[config.mk]
export PLATFORM = sky130hd
export DESIGN_NAME = averaged_load_power_stepper_core
export DESIGN_NICKNAME = d
export VERILOG_FILES = /design/src/rtl/alp_pkg.sv /design/src/rtl/averaged_load_power_stepper_core.sv /design/src/rtl/alp_ring.sv /design/src/rtl/alp_div.sv /design/src/rtl/alp_seq.sv
export VERILOG_INCLUDE_DIRS = /design/src /design/src/rtl
export SDC_FILE = /design/constraint.sdc
export NUM_CORES = 2
export LEC_CHECK = 0
export BUFFER_PORTS_ARGS = -buffer_cell sky130_fd_sc_hd__buf_2
export CORE_ASPECT_RATIO = 0.9
export CORE_MARGIN = 2
export CORE_UTILIZATION = 55
export CTS_CLUSTER_DIAMETER = 40
export DETAILED_ROUTE_END_ITERATION = 10
export HOLD_SLACK_MARGIN = 0.05
export PLACE_DENSITY = 0.71
export REMOVE_ABC_BUFFERS = 1
export SLEW_MARGIN = 40
export SYNTH_ARGS = -nofsm -noshare
export SYNTH_HDL_FRONTEND = slang
export SYNTH_SLANG_ARGS = --single-unit
[constraint.sdc]
create_clock -name clk -period 6.95 [get_ports clk]
set_clock_uncertainty 0.05 [all_clocks]
set_input_delay 1.39 -clock clk [delete_from_list [all_inputs] [get_ports clk]]
set_output_delay 1.39 -clock clk [all_outputs]
set_load 0.02 [all_outputs]
[src/rtl/assert_macros.svh]
// Assertion macros shared by the RTL of the averaged load power stepper.
// Needs nothing else; the including module supplies clock and reset names.
`ifndef ASSERT_MACROS_SVH
`define ASSERT_MACROS_SVH

// Check a property on every rising edge outside reset.
`define ALP_ASSERT(label, clk, rst_n, prop, msg) \
  label: assert property (@(posedge clk) disable iff (!rst_n) prop) else $error(msg);

// Check that an expression never holds outside reset.
`define ALP_NEVER(label, clk, rst_n, expr, msg) \
  `ALP_ASSERT(label, clk, rst_n, !(expr), msg)

`endif

[src/rtl/alp_pkg.sv]
// Shared constants, control word types and register codes of the stepper.
// Used by the ring store, the divider, the sequencer and the top level.
package alp_pkg;

  localparam int RING_DEPTH = 128;
  localparam int RING_AW    = $clog2(RING_DEPTH);
  localparam int N_W        = $clog2(RING_DEPTH + 1);
  localparam int LOAD_W     = 16;
  localparam int MS_W       = 16;
  localparam int ATT_W      = 7;
  localparam int WI_W       = 7;
  localparam int NUM_W      = 7;
  localparam int SUM_W      = LOAD_W + RING_AW;
  localparam int DIV_CNT_W  = $clog2(SUM_W);

  localparam int IN_TDATA_W  = 32;
  localparam int OUT_FIELD_W = ATT_W + 1 + 1 + LOAD_W;
  localparam int OUT_TDATA_W = ((OUT_FIELD_W + 7) / 8) * 8;
  localparam int OUT_PAD_W   = OUT_TDATA_W - OUT_FIELD_W;

  localparam int CFG_IDX_W  = 3;
  localparam int CFG_DATA_W = 16;
  localparam logic [CFG_IDX_W-1:0] CFG_MAX_ATTEN   = 3'd0;
  localparam logic [CFG_IDX_W-1:0] CFG_MIN_ATTEN   = 3'd1;
  localparam logic [CFG_IDX_W-1:0] CFG_TARGET_LOAD = 3'd2;
  localparam logic [CFG_IDX_W-1:0] CFG_NUM_SAMPLES = 3'd3;
  localparam logic [CFG_IDX_W-1:0] CFG_PERIOD_MS   = 3'd4;

  localparam logic [ATT_W-1:0]  MAX_ATTEN_RST   = 7'd10;
  localparam logic [ATT_W-1:0]  MIN_ATTEN_RST   = 7'd0;
  localparam logic [LOAD_W-1:0] TARGET_LOAD_RST = 16'd5000;
  localparam logic [NUM_W-1:0]  NUM_SAMPLES_RST = 7'd10;
  localparam logic [MS_W-1:0]   PERIOD_MS_RST   = 16'd6000;

  // Microprogram layout
  localparam int PROG_LEN = 12;
  localparam int PC_W     = $clog2(PROG_LEN);
  localparam logic [PC_W-1:0] PC_WAIT  = 4'd0;
  localparam logic [PC_W-1:0] PC_WRITE = 4'd1;
  localparam logic [PC_W-1:0] PC_WDIV  = 4'd2;
  localparam logic [PC_W-1:0] PC_WWAIT = 4'd3;
  localparam logic [PC_W-1:0] PC_WIDX  = 4'd4;
  localparam logic [PC_W-1:0] PC_SCAN  = 4'd5;
  localparam logic [PC_W-1:0] PC_DRAIN = 4'd6;
  localparam logic [PC_W-1:0] PC_ADIV  = 4'd7;
  localparam logic [PC_W-1:0] PC_AWAIT = 4'd8;
  localparam logic [PC_W-1:0] PC_CTRL  = 4'd9;
  localparam logic [PC_W-1:0] PC_EMIT  = 4'd10;
  localparam logic [PC_W-1:0] PC_END   = 4'd11;

  typedef enum logic [2:0] {
    COND_NEVER,
    COND_ALWAYS,
    COND_NO_IN,
    COND_MORE,
    COND_DIV_BUSY,
    COND_OUT_FULL
  } cond_t;

  typedef struct packed {
    cond_t           cond;
    logic [PC_W-1:0] target;
    logic            take;
    logic            write;
    logic            div_start;
    logic            div_sum;
    logic            idx;
    logic            rd;
    logic            ctrl;
    logic            emit;
  } ctrl_word_t;

  typedef struct packed {
    logic in_wait;
    logic scan_more;
    logic div_busy;
    logic out_full;
  } seq_stat_t;

endpackage

[src/rtl/averaged_load_power_stepper_core.sv]
// Averaged load power stepper, top level: config registers, datapath, output stage.
// Depends on alp_pkg, alp_ring, alp_div, alp_seq and assert_macros.svh.
//
// One input beat carries a load sample and the milliseconds since the last tick; one
// output beat follows for each. The sample is written to the ring at the write index,
// the index wraps modulo the sample count (0 counts as 1), the first count entries are
// summed and floor-divided, and elapsed time piles up in a saturating counter. Once the
// counter reaches period_ms, one control step moves attenuation one dB toward more
// (mean above target) or less attenuation, clamped to [min_atten, max_atten], and the
// counter clears. A microcoded sequencer drives the work: each beat is taken, written to
// the ring, its index wrapped, the ring scanned one entry per cycle and the sum divided,
// then a control step runs and the result enters the output register, held in the emit
// step while that register is full. A shared bit-serial divider makes two passes (start,
// 23 quotient steps, handoff; index wrap, then mean). After the result is loaded the
// sequencer returns through its end step to the wait step, so beats are taken one at a
// time. The output register holds a finished result while the next beat is taken. Ring
// entries carry valid bits cleared by reset, so no clearing pass runs. Configuration
// writes are always accepted and belong only in idle periods.
`include "assert_macros.svh"

module averaged_load_power_stepper_core (
  input  logic                               clk,
  input  logic                               rst_n,
  // input beat: [15:0] load_sample, [31:16] delta_ms
  input  logic                               in_tvalid,
  output logic                               in_tready,
  input  logic [alp_pkg::IN_TDATA_W-1:0]     in_tdata,
  // result beat: [6:0] attenuation, [7] power_written, [8] control_ran,
  // [24:9] average_load, [31:25] zero
  output logic                               out_tvalid,
  input  logic                               out_tready,
  output logic [alp_pkg::OUT_TDATA_W-1:0]    out_tdata,
  // register writes
  input  logic                               cfg_valid,
  output logic                               cfg_ready,
  input  logic [alp_pkg::CFG_IDX_W-1:0]      cfg_index,
  input  logic [alp_pkg::CFG_DATA_W-1:0]     cfg_data
);

  // Configuration registers
  logic [alp_pkg::ATT_W-1:0]  max_atten_r;
  logic [alp_pkg::ATT_W-1:0]  min_atten_r;
  logic [alp_pkg::LOAD_W-1:0] target_r;
  logic [alp_pkg::NUM_W-1:0]  num_r;
  logic [alp_pkg::MS_W-1:0]   period_r;

  // Beat and datapath state
  logic [alp_pkg::LOAD_W-1:0] sample_r;
  logic [alp_pkg::MS_W-1:0]   delta_r;
  logic [alp_pkg::N_W-1:0]    n_r;
  logic [alp_pkg::N_W-1:0]    n_eff;
  logic [alp_pkg::WI_W-1:0]   wi_r;
  logic [alp_pkg::ATT_W-1:0]  atten_r;
  logic [alp_pkg::MS_W-1:0]   elapsed_r;
  logic [alp_pkg::MS_W:0]     elapsed_sum;
  logic [alp_pkg::SUM_W-1:0]  sum_r;
  logic [alp_pkg::N_W-1:0]    scan_cnt_r;
  logic                       rd_vld_r;
  logic [alp_pkg::LOAD_W-1:0] avg_r;
  logic                       ran_r;
  logic                       pw_r;

  logic                            out_tvalid_r;
  logic [alp_pkg::OUT_TDATA_W-1:0] out_tdata_r;
  logic                            out_full;
  logic                            out_load;

  alp_pkg::ctrl_word_t cw;
  alp_pkg::seq_stat_t  stat;

  logic                        ring_we;
  logic [alp_pkg::LOAD_W-1:0]  ring_rdata;
  logic [alp_pkg::SUM_W-1:0]   div_dividend;
  logic                        div_busy;
  logic [alp_pkg::SUM_W-1:0]   div_quo;
  logic [alp_pkg::N_W-1:0]     div_rem;

  // Control step arithmetic
  logic                              step_up;
  logic                              at_lim;
  logic                              period_hit;
  logic signed [alp_pkg::ATT_W+1:0]  a_s;
  logic signed [alp_pkg::ATT_W+1:0]  lo_s;
  logic signed [alp_pkg::ATT_W+1:0]  hi_s;
  logic signed [alp_pkg::ATT_W+1:0]  cand;

  assign cfg_ready = 1'b1;
  assign in_tready = cw.take;

  // Zero count behaves as one; counts beyond the ring saturate at its depth.
  always_comb begin
    if (num_r == '0) begin
      n_eff = alp_pkg::N_W'(1);
    end else if (int'(num_r) > alp_pkg::RING_DEPTH) begin
      n_eff = alp_pkg::N_W'(alp_pkg::RING_DEPTH);
    end else begin
      n_eff = alp_pkg::N_W'(num_r);
    end
  end

  assign elapsed_sum = {1'b0, elapsed_r} + {1'b0, delta_r};
  assign ring_we     = cw.write && (int'(wi_r) < alp_pkg::RING_DEPTH);
  assign div_dividend = cw.div_sum ? sum_r
                                   : alp_pkg::SUM_W'(wi_r) + alp_pkg::SUM_W'(1);

  always_comb begin
    step_up    = (div_quo[alp_pkg::LOAD_W-1:0] > target_r);
    period_hit = (elapsed_r >= period_r);
    at_lim     = step_up ? (atten_r == max_atten_r) : (atten_r == min_atten_r);
    a_s        = $signed({2'b00, atten_r});
    lo_s       = $signed({2'b00, min_atten_r});
    hi_s       = $signed({2'b00, max_atten_r});
    cand       = step_up ? a_s + 9'sd1 : a_s - 9'sd1;
    // clamp low first, then high, so an inverted range lands on max_atten
    if (cand < lo_s) begin
      cand = lo_s;
    end
    if (cand > hi_s) begin
      cand = hi_s;
    end
  end

  assign out_full = out_tvalid_r && !out_tready;
  assign out_load = cw.emit && !out_full;

  always_comb begin
    stat.in_wait   = !in_tvalid;
    stat.scan_more = ({1'b0, scan_cnt_r} + 1'b1) < {1'b0, n_r};
    stat.div_busy  = div_busy;
    stat.out_full  = out_full;
  end

  alp_seq u_seq (
    .clk   (clk),
    .rst_n (rst_n),
    .stat  (stat),
    .cw    (cw)
  );

  alp_ring u_ring (
    .clk   (clk),
    .rst_n (rst_n),
    .we    (ring_we),
    .waddr (alp_pkg::RING_AW'(wi_r)),
    .wdata (sample_r),
    .re    (cw.rd),
    .raddr (scan_cnt_r[alp_pkg::RING_AW-1:0]),
    .rdata (ring_rdata)
  );

  alp_div u_div (
    .clk      (clk),
    .rst_n    (rst_n),
    .start    (cw.div_start),
    .dividend (div_dividend),
    .divisor  (n_r),
    .busy     (div_busy),
    .quo      (div_quo),
    .rem      (div_rem)
  );

  // Config registers and control state
  always_ff @(posedge clk) begin
    if (!rst_n) begin
      max_atten_r  <= alp_pkg::MAX_ATTEN_RST;
      min_atten_r  <= alp_pkg::MIN_ATTEN_RST;
      target_r     <= alp_pkg::TARGET_LOAD_RST;
      num_r        <= alp_pkg::NUM_SAMPLES_RST;
      period_r     <= alp_pkg::PERIOD_MS_RST;
      wi_r         <= '0;
      atten_r      <= alp_pkg::MAX_ATTEN_RST;
      elapsed_r    <= '0;
      rd_vld_r     <= 1'b0;
      out_tvalid_r <= 1'b0;
    end else begin
      if (cfg_valid) begin
        case (cfg_index)
          alp_pkg::CFG_MAX_ATTEN:   max_atten_r <= cfg_data[alp_pkg::ATT_W-1:0];
          alp_pkg::CFG_MIN_ATTEN:   min_atten_r <= cfg_data[alp_pkg::ATT_W-1:0];
          alp_pkg::CFG_TARGET_LOAD: target_r    <= cfg_data[alp_pkg::LOAD_W-1:0];
          alp_pkg::CFG_NUM_SAMPLES: num_r       <= cfg_data[alp_pkg::NUM_W-1:0];
          alp_pkg::CFG_PERIOD_MS:   period_r    <= cfg_data[alp_pkg::MS_W-1:0];
          default: ;
        endcase
      end

      rd_vld_r <= cw.rd;

      // saturate elapsed time at full scale
      if (cw.write) begin
        elapsed_r <= elapsed_sum[alp_pkg::MS_W] ? '1 : elapsed_sum[alp_pkg::MS_W-1:0];
      end

      if (cw.idx) begin
        wi_r <= alp_pkg::WI_W'(div_rem);
      end

      if (cw.ctrl && period_hit) begin
        elapsed_r <= '0;
        if (!at_lim) begin
          atten_r <= cand[alp_pkg::ATT_W-1:0];
        end
      end

      if (out_load) begin
        out_tvalid_r <= 1'b1;
      end else if (out_tready) begin
        out_tvalid_r <= 1'b0;
      end
    end
  end

  // Payload registers
  always_ff @(posedge clk) begin
    if (cw.take && in_tvalid) begin
      sample_r <= in_tdata[alp_pkg::LOAD_W-1:0];
      delta_r  <= in_tdata[alp_pkg::LOAD_W +: alp_pkg::MS_W];
      n_r      <= n_eff;
    end

    // scan: clear, then accumulate each read in the cycle after it issues
    if (cw.write) begin
      sum_r      <= '0;
      scan_cnt_r <= '0;
    end else begin
      if (rd_vld_r) begin
        sum_r <= sum_r + alp_pkg::SUM_W'(ring_rdata);
      end
      if (cw.rd) begin
        scan_cnt_r <= scan_cnt_r + 1'b1;
      end
    end

    if (cw.ctrl) begin
      avg_r <= div_quo[alp_pkg::LOAD_W-1:0];
      ran_r <= period_hit;
      pw_r  <= period_hit && !at_lim;
    end

    if (out_load) begin
      out_tdata_r <= {{alp_pkg::OUT_PAD_W{1'b0}}, avg_r, ran_r, pw_r, atten_r};
    end
  end

  assign out_tvalid = out_tvalid_r;
  assign out_tdata  = out_tdata_r;

  // The divider is idle whenever a new beat may be taken.
  `ALP_NEVER(a_div_idle_at_take, clk, rst_n, in_tready && div_busy, "divider busy at take")
  // Scan reads stay within the latched sample count.
  `ALP_ASSERT(a_scan_in_range, clk, rst_n, cw.rd |-> (scan_cnt_r < n_r), "scan past count")
  // The wrapped write index lands below the sample count.
  `ALP_ASSERT(a_index_wrapped, clk, rst_n, cw.idx |=> (int'(wi_r) < int'(n_r)), "index not wrapped")
  // A new attenuation is only reported together with a control step.
  `ALP_NEVER(a_written_has_ran, clk, rst_n, out_tvalid_r && out_tdata_r[7] && !out_tdata_r[8], "write without step")

endmodule

[src/rtl/alp_ring.sv]
// Sample ring store: single write port, one registered read port.
// Per-entry valid bits make unwritten entries read as zero. Uses alp_pkg.
module alp_ring (
  input  logic                          clk,
  input  logic                          rst_n,
  input  logic                          we,
  input  logic [alp_pkg::RING_AW-1:0]   waddr,
  input  logic [alp_pkg::LOAD_W-1:0]    wdata,
  input  logic                          re,
  input  logic [alp_pkg::RING_AW-1:0]   raddr,
  output logic [alp_pkg::LOAD_W-1:0]    rdata
);

  logic [alp_pkg::LOAD_W-1:0]     mem_r [alp_pkg::RING_DEPTH];
  logic [alp_pkg::LOAD_W-1:0]     rd_r;
  logic [alp_pkg::RING_DEPTH-1:0] vld_r;
  logic                           rvld_r;

  always_ff @(posedge clk) begin
    if (we) begin
      mem_r[waddr] <= wdata;
    end
    if (re) begin
      rd_r <= mem_r[raddr];
    end
  end

  always_ff @(posedge clk) begin
    if (!rst_n) begin
      vld_r  <= '0;
      rvld_r <= 1'b0;
    end else begin
      if (we) begin
        vld_r[waddr] <= 1'b1;
      end
      if (re) begin
        rvld_r <= vld_r[raddr];
      end
    end
  end

  assign rdata = rvld_r ? rd_r : '0;

endmodule

[src/rtl/alp_div.sv]
// Restoring divider, one quotient bit per cycle, shared by index wrap and mean.
// Uses alp_pkg widths.
module alp_div (
  input  logic                        clk,
  input  logic                        rst_n,
  input  logic                        start,
  input  logic [alp_pkg::SUM_W-1:0]   dividend,
  input  logic [alp_pkg::N_W-1:0]     divisor,
  output logic                        busy,
  output logic [alp_pkg::SUM_W-1:0]   quo,
  output logic [alp_pkg::N_W-1:0]     rem
);

  logic                          busy_r;
  logic [alp_pkg::DIV_CNT_W-1:0] cnt_r;
  logic [alp_pkg::SUM_W-1:0]     quo_r;
  logic [alp_pkg::N_W-1:0]       rem_r;
  logic [alp_pkg::N_W-1:0]       dvs_r;
  logic [alp_pkg::N_W:0]         trial;
  logic [alp_pkg::N_W:0]         diff;
  logic                          ge;
  logic [alp_pkg::N_W-1:0]       rem_nxt;

  always_comb begin
    trial   = {rem_r, quo_r[alp_pkg::SUM_W-1]};
    diff    = trial - {1'b0, dvs_r};
    ge      = (trial >= {1'b0, dvs_r});
    rem_nxt = ge ? diff[alp_pkg::N_W-1:0] : trial[alp_pkg::N_W-1:0];
  end

  always_ff @(posedge clk) begin
    if (!rst_n) begin
      busy_r <= 1'b0;
      cnt_r  <= '0;
    end else if (start) begin
      busy_r <= 1'b1;
      cnt_r  <= alp_pkg::DIV_CNT_W'(alp_pkg::SUM_W - 1);
      quo_r  <= dividend;
      rem_r  <= '0;
      dvs_r  <= divisor;
    end else if (busy_r) begin
      quo_r <= {quo_r[alp_pkg::SUM_W-2:0], ge};
      rem_r <= rem_nxt;
      cnt_r <= cnt_r - 1'b1;
      if (cnt_r == '0) begin
        busy_r <= 1'b0;
      end
    end
  end

  assign busy = busy_r;
  assign quo  = quo_r;
  assign rem  = rem_r;

endmodule

[src/rtl/alp_seq.sv]
// Microcode sequencer: step counter, control store and jump logic.
// Emits one alp_pkg::ctrl_word_t per cycle; the status flags steer the jumps.
module alp_seq (
  input  logic                 clk,
  input  logic                 rst_n,
  input  alp_pkg::seq_stat_t   stat,
  output alp_pkg::ctrl_word_t  cw
);

  logic [alp_pkg::PC_W-1:0] pc_r;
  logic [alp_pkg::PC_W-1:0] pc_nxt;
  logic                     hit;

  function automatic alp_pkg::ctrl_word_t rom_word(input logic [alp_pkg::PC_W-1:0] pc);
    alp_pkg::ctrl_word_t w;
    w.cond      = alp_pkg::COND_NEVER;
    w.target    = alp_pkg::PC_WAIT;
    w.take      = 1'b0;
    w.write     = 1'b0;
    w.div_start = 1'b0;
    w.div_sum   = 1'b0;
    w.idx       = 1'b0;
    w.rd        = 1'b0;
    w.ctrl      = 1'b0;
    w.emit      = 1'b0;
    case (pc)
      alp_pkg::PC_WAIT: begin
        w.take   = 1'b1;
        w.cond   = alp_pkg::COND_NO_IN;
        w.target = alp_pkg::PC_WAIT;
      end
      alp_pkg::PC_WRITE: begin
        w.write = 1'b1;
      end
      alp_pkg::PC_WDIV: begin
        w.div_start = 1'b1;
      end
      alp_pkg::PC_WWAIT: begin
        w.cond   = alp_pkg::COND_DIV_BUSY;
        w.target = alp_pkg::PC_WWAIT;
      end
      alp_pkg::PC_WIDX: begin
        w.idx = 1'b1;
      end
      alp_pkg::PC_SCAN: begin
        w.rd     = 1'b1;
        w.cond   = alp_pkg::COND_MORE;
        w.target = alp_pkg::PC_SCAN;
      end
      alp_pkg::PC_DRAIN: begin
        w.cond = alp_pkg::COND_NEVER;
      end
      alp_pkg::PC_ADIV: begin
        w.div_start = 1'b1;
        w.div_sum   = 1'b1;
      end
      alp_pkg::PC_AWAIT: begin
        w.cond   = alp_pkg::COND_DIV_BUSY;
        w.target = alp_pkg::PC_AWAIT;
      end
      alp_pkg::PC_CTRL: begin
        w.ctrl = 1'b1;
      end
      alp_pkg::PC_EMIT: begin
        w.emit   = 1'b1;
        w.cond   = alp_pkg::COND_OUT_FULL;
        w.target = alp_pkg::PC_EMIT;
      end
      alp_pkg::PC_END: begin
        w.cond   = alp_pkg::COND_ALWAYS;
        w.target = alp_pkg::PC_WAIT;
      end
      default: begin
        w.cond   = alp_pkg::COND_ALWAYS;
        w.target = alp_pkg::PC_WAIT;
      end
    endcase
    return w;
  endfunction

  assign cw = rom_word(pc_r);

  always_comb begin
    case (cw.cond)
      alp_pkg::COND_NEVER:    hit = 1'b0;
      alp_pkg::COND_ALWAYS:   hit = 1'b1;
      alp_pkg::COND_NO_IN:    hit = stat.in_wait;
      alp_pkg::COND_MORE:     hit = stat.scan_more;
      alp_pkg::COND_DIV_BUSY: hit = stat.div_busy;
      alp_pkg::COND_OUT_FULL: hit = stat.out_full;
      default:                hit = 1'b0;
    endcase
    pc_nxt = hit ? cw.target : pc_r + 1'b1;
  end

  always_ff @(posedge clk) begin
    if (!rst_n) begin
      pc_r <= alp_pkg::PC_WAIT;
    end else begin
      pc_r <= pc_nxt;
    end
  end

endmodule

==> flow_summary.json <==
{
  "most_repeated_cell_in_the_gate_level_netlist_after_synthesis": "edfxtp_1",
  "clk_pin_slew_ns": 0.06,
  "timing.rr.start": "u_div.quo[15]$_DFFE_PP_",
  "run_status": "finished clean",
  "critical_path.startpoint_type": "flip-flop",
  "placedInstanceArea_um2": 100400,
  "grt_use_met2_pct": 41.70,
  "worstRegToRegCells": 27,
  "drv.max_cap_violation_count": 0,
  "design.core.area_um2": 173400,
  "synth.mux.area_fraction_pct": 17.31,
  "grt_overflow_total": 0,
  "endpoint_kind": "flip-flop",
  "io_buffers": 82,
  "post-route-period-util_pct": 91.01,
  "synth-seq-area-share_pct": 73.61,
  "hold_path.class": "reg -> reg",
  "synthSimpleGateAreaFrac_pct": 3.619,
  "worstSkewPairLatency_ns": 0.92,
  "cts-root-to-sink-buffers": 4,
  "power.total_mw": 35.99,
  "grt_setup_unrepaired": "no",
  "grt_first_pass_wirelength_um": 340200,
  "drt_iter0_markers": 6284,
  "power.ir.vdd_worst_uv": 296.1,
  "drive_above_1_share_pct": 30.72,
  "internal_power_mw": 27.46,
  "antenna_left": 0,
  "gp_routability_congestion": 0.8410,
  "worstPathRequired_ns": 7.60,
  "pwr-share-seq_pct": 47.7,
  "clock_sinks": 2439,
  "cts_root_buffer": "clkbuf_16",
  "swShare_pct": 23.70,
  "cellLeakagePower_nw": 34.91,
  "ctsResizeCount": 0,
  "finalCriticalPeriod_ns": 6.325,
  "avgViaCountPerCell": 6.368,
  "worst-path-max-fanout": 9,
  "min_to": "out_tdata[7]$_DFFE_PP_",
  "rows": 145,
  "place_inst": 7150,
  "netlist.top_cell.by_area": "edfxtp_1",
  "non_filler_cells_final": 7678,
  "tritoncts.num_buffers": 296,
  "ys_dominant_reg_cell": "edfxtp_1",
  "layout.nets": 5333,
  "syn_area_um2": 96040,
  "grt_busiest_layer": "met2",
  "clkPwrFrac_pct": 42.2,
  "final_util_pct": 63.56,
  "netlist.area_leader.share_pct": 68.29,
  "floorplan.initialDensity_pct": 55.37,
  "top_level_port_count": 91,
  "ys_types": 76,
  "chipWidth_um": 444.5,
  "syn_area_per_cell_um2": 19.90,
  "grt_max_degree": 105,
  "die_area_um2": 178000,
  "maxSlewHeadroom_pct": 37.76,
  "hold_slack_ns": 0.3684,
  "min-delay-start": "pw_r$_DFFE_PP_",
  "avgRoutedWirePerCell_um": 30.54,
  "layout-area-overhead-vs-synth_pct": 14.78,
  "r2r_end": "atten_r[5]$_SDFFE_PN0P_",
  "max_slew.worst_pin.slew_ns": 0.9323,
  "switchingPower_mw": 8.529,
  "antenna_violations_before_repair": 22,
  "synthesis.instances": 4827,
  "post_cts_hold_buffer_count": 0,
  "number_of_enable_flip_flop_cells_after_synthesis": 2184,
  "post_synth_main_area_contributors": "edfxtp_1 68%, mux4_2 17%, dfxtp_1 5.3%",
  "number_of_global_route_vias_before_repair": 48610,
  "hold_viol": 0,
  "share_of_the_synthesized_area_in_compound_gates_ao_oa_aoi_oai_pct": 1.943,
  "combinational_family_with_the_most_area_after_synthesis": "multiplexers",
  "drc_violation_count_after_routing": 0,
  "timing.setup.critical_path_class": "reg -> reg",
  "finalMaxSlewViolations": 0,
  "synth_warnings": 0,
  "pwr-share-comb_pct": 10.2,
  "ys_async_sr_fraction_pct": 0,
  "timing.hold.worst_path_depth": 0,
  "groute.usage.overall_pct": 26.53,
  "detailedRoute.firstPassIterationCount": 6,
  "post_synth_xor_area_fraction_pct": 0.6293,
  "hpwl_um": 132800,
  "power.density_cell_area_nw_per_um2": 326.5,
  "postRouteWirelength_um": 234500,
  "grt_util_met3_pct": 6.015,
  "final-setup-viol-count": 0,
  "dieHeight_um": 400.4,
  "htree_levels": 5,
  "grtUsageMet1_pct": 37.77,
  "postSynthRegisterBits": 2439,
  "post_cts_buffers": 0,
  "dr_total_vias": 48890,
  "timing.fmax_mhz": 158.1,
  "design_area_final_um2": 110200,
  "ff2ff_setup_slack_ns": 0.62,
  "synth_top_cells_by_count": "2,184 x edfxtp_1, 714 x mux4_2, 488 x nor2_1",
  "yosys.area_share.adder_pct": 1.378,
  "cts_tree": "done",
  "cp_data_arrival_time_ns": 6.98
}
## power groups by stage
stage               Sequential, mW  Combinational, mW  Clock [mW]
finish                        17.2               3.66        15.2
global route                  17.2               3.95        15.9
CTS                           17.2               3.63        15.4
detailed placement            17.5               3.61           0
global placement              17.5               3.48           0
floorplan                     18.1               2.50           0
## sequential cells by signal, summed over array words and instances, names as in the netlist, 8 cells and up
signal and cells:
u_ring.vld_r 128, u_ring.rd_r 16, sample_r 16, target_r 16
u_ring.mem_r 2048, u_div.rem 8, delta_r 16, period_r 16
avg_r 16, elapsed_r 16, scan_cnt_r 8, sum_r 23
u_div.quo 23, out_tdata 25
## cell families after synthesis
| kind of cell | count (synthesis) |
|---|---|
| AND/OR/NAND/NOR | 818 |
| XOR/XNOR | 69 |
| adder cells (fa/ha/maj) | 104 |
| buffers and inverters | 349 |
| other | 2 |
| AO/OA/AOI/OAI | 280 |
| flip-flops | 2439 |
| multiplexers | 766 |
## metrics by stage
stage | setup TNS [ns] | setup WS (ns)
after floorplan | -506.49 | -19.02
after global placement | 0 | 0.6456
after detailed placement | 0 | 0.5639
after CTS | 0 | 0.4851
after global routing | 0 | 0.06920
final | 0 | 0.6249
## cells in the final DEF (no fill, tap or decap), types with 29 or more instances in the layout
cell type	count
nor2_1	369
nand2_1	161
clkinv_2	30
clkbuf_16	304
clkbuf_1	32
o21ai_0	51
xor2_1	29
inv_6	30
buf_4	185
xnor2_1	40
ha_1	101
mux2i_1	34
nand3_1	40
inv_1	89
nor2_2	115
a21oi_1	98
mux4_2	714
buf_2	82
edfxtp_1	2184
dfxtp_1	248
clkinv_1	33
## worst max-delay path by stage
stage / from / end / slack (ns) / cells after the start
after floorplan: scan_cnt_r[0]$_SDFFE_PP0P_ / u_seq.pc_r[0]$_SDFF_PN0_ / -19.02 / 11
after global placement: u_div.quo[15]$_DFFE_PP_ / atten_r[4]$_SDFFE_PN0P_ / 0.65 / 27
after detailed placement: u_div.quo[15]$_DFFE_PP_ / atten_r[5]$_SDFFE_PN0P_ / 0.56 / 27
after CTS: u_div.quo[15]$_DFFE_PP_ / atten_r[5]$_SDFFE_PN0P_ / 0.49 / 27
after global routing: u_div.quo[15]$_DFFE_PP_ / atten_r[6]$_SDFFE_PN0P_ / 0.07 / 27
final: u_div.quo[15]$_DFFE_PP_ / atten_r[5]$_SDFFE_PN0P_ / 0.62 / 27
## cell type report
class	count	area, um2
fill	11390	63210
sequential	2439	70710
timing repair buffer	300	2355
clock buffer	346	7865
antenna	10	25.02
tap	2278	2850
multi-input combinational	2045	24280
inverter	91	346.6
clock inverter	169	1805
## worst max-delay path: stages, from the launching register on
cell and delay, ns:
edfxtp_1 0.41, ha_1 0.35, nand4_1 0.20, nor4_2 0.48, a21boi_2 0.36, o31ai_4 0.15, xor2_1 0.20, ha_1 0.30
a21boi_0 0.12, o21ai_0 0.18, nand2b_1 0.07, a21oi_1 0.20, nor2b_1 0.06, o21ai_0 0.14, nand2b_1 0.09, a211oi_1 0.27
ha_1 0.34, mux2_2 0.32, ha_1 0.29, nor2b_1 0.14, o21a_1 0.15, o21ai_0 0.18, a21oi_1 0.10, o31a_1 0.27
a21oi_4 0.29, inv_1 0.14, o2111ai_1 0.21, a21oi_1 0.09
## metal layers
| layer | wire length (um) | up-vias | part of all wire (%) |
|---|---|---|---|
| met3 | 23610 | 409 | 10 |
| met4 | 6456 | 12 | 2.8 |
| li1 | - | 20230 | - |
| met1 | 91000 | 25610 | 39 |
| met2 | 113400 | 2627 | 48 |
| met5 | 89 | - | 0.038 |
Power figures use the tool's default switching activity.
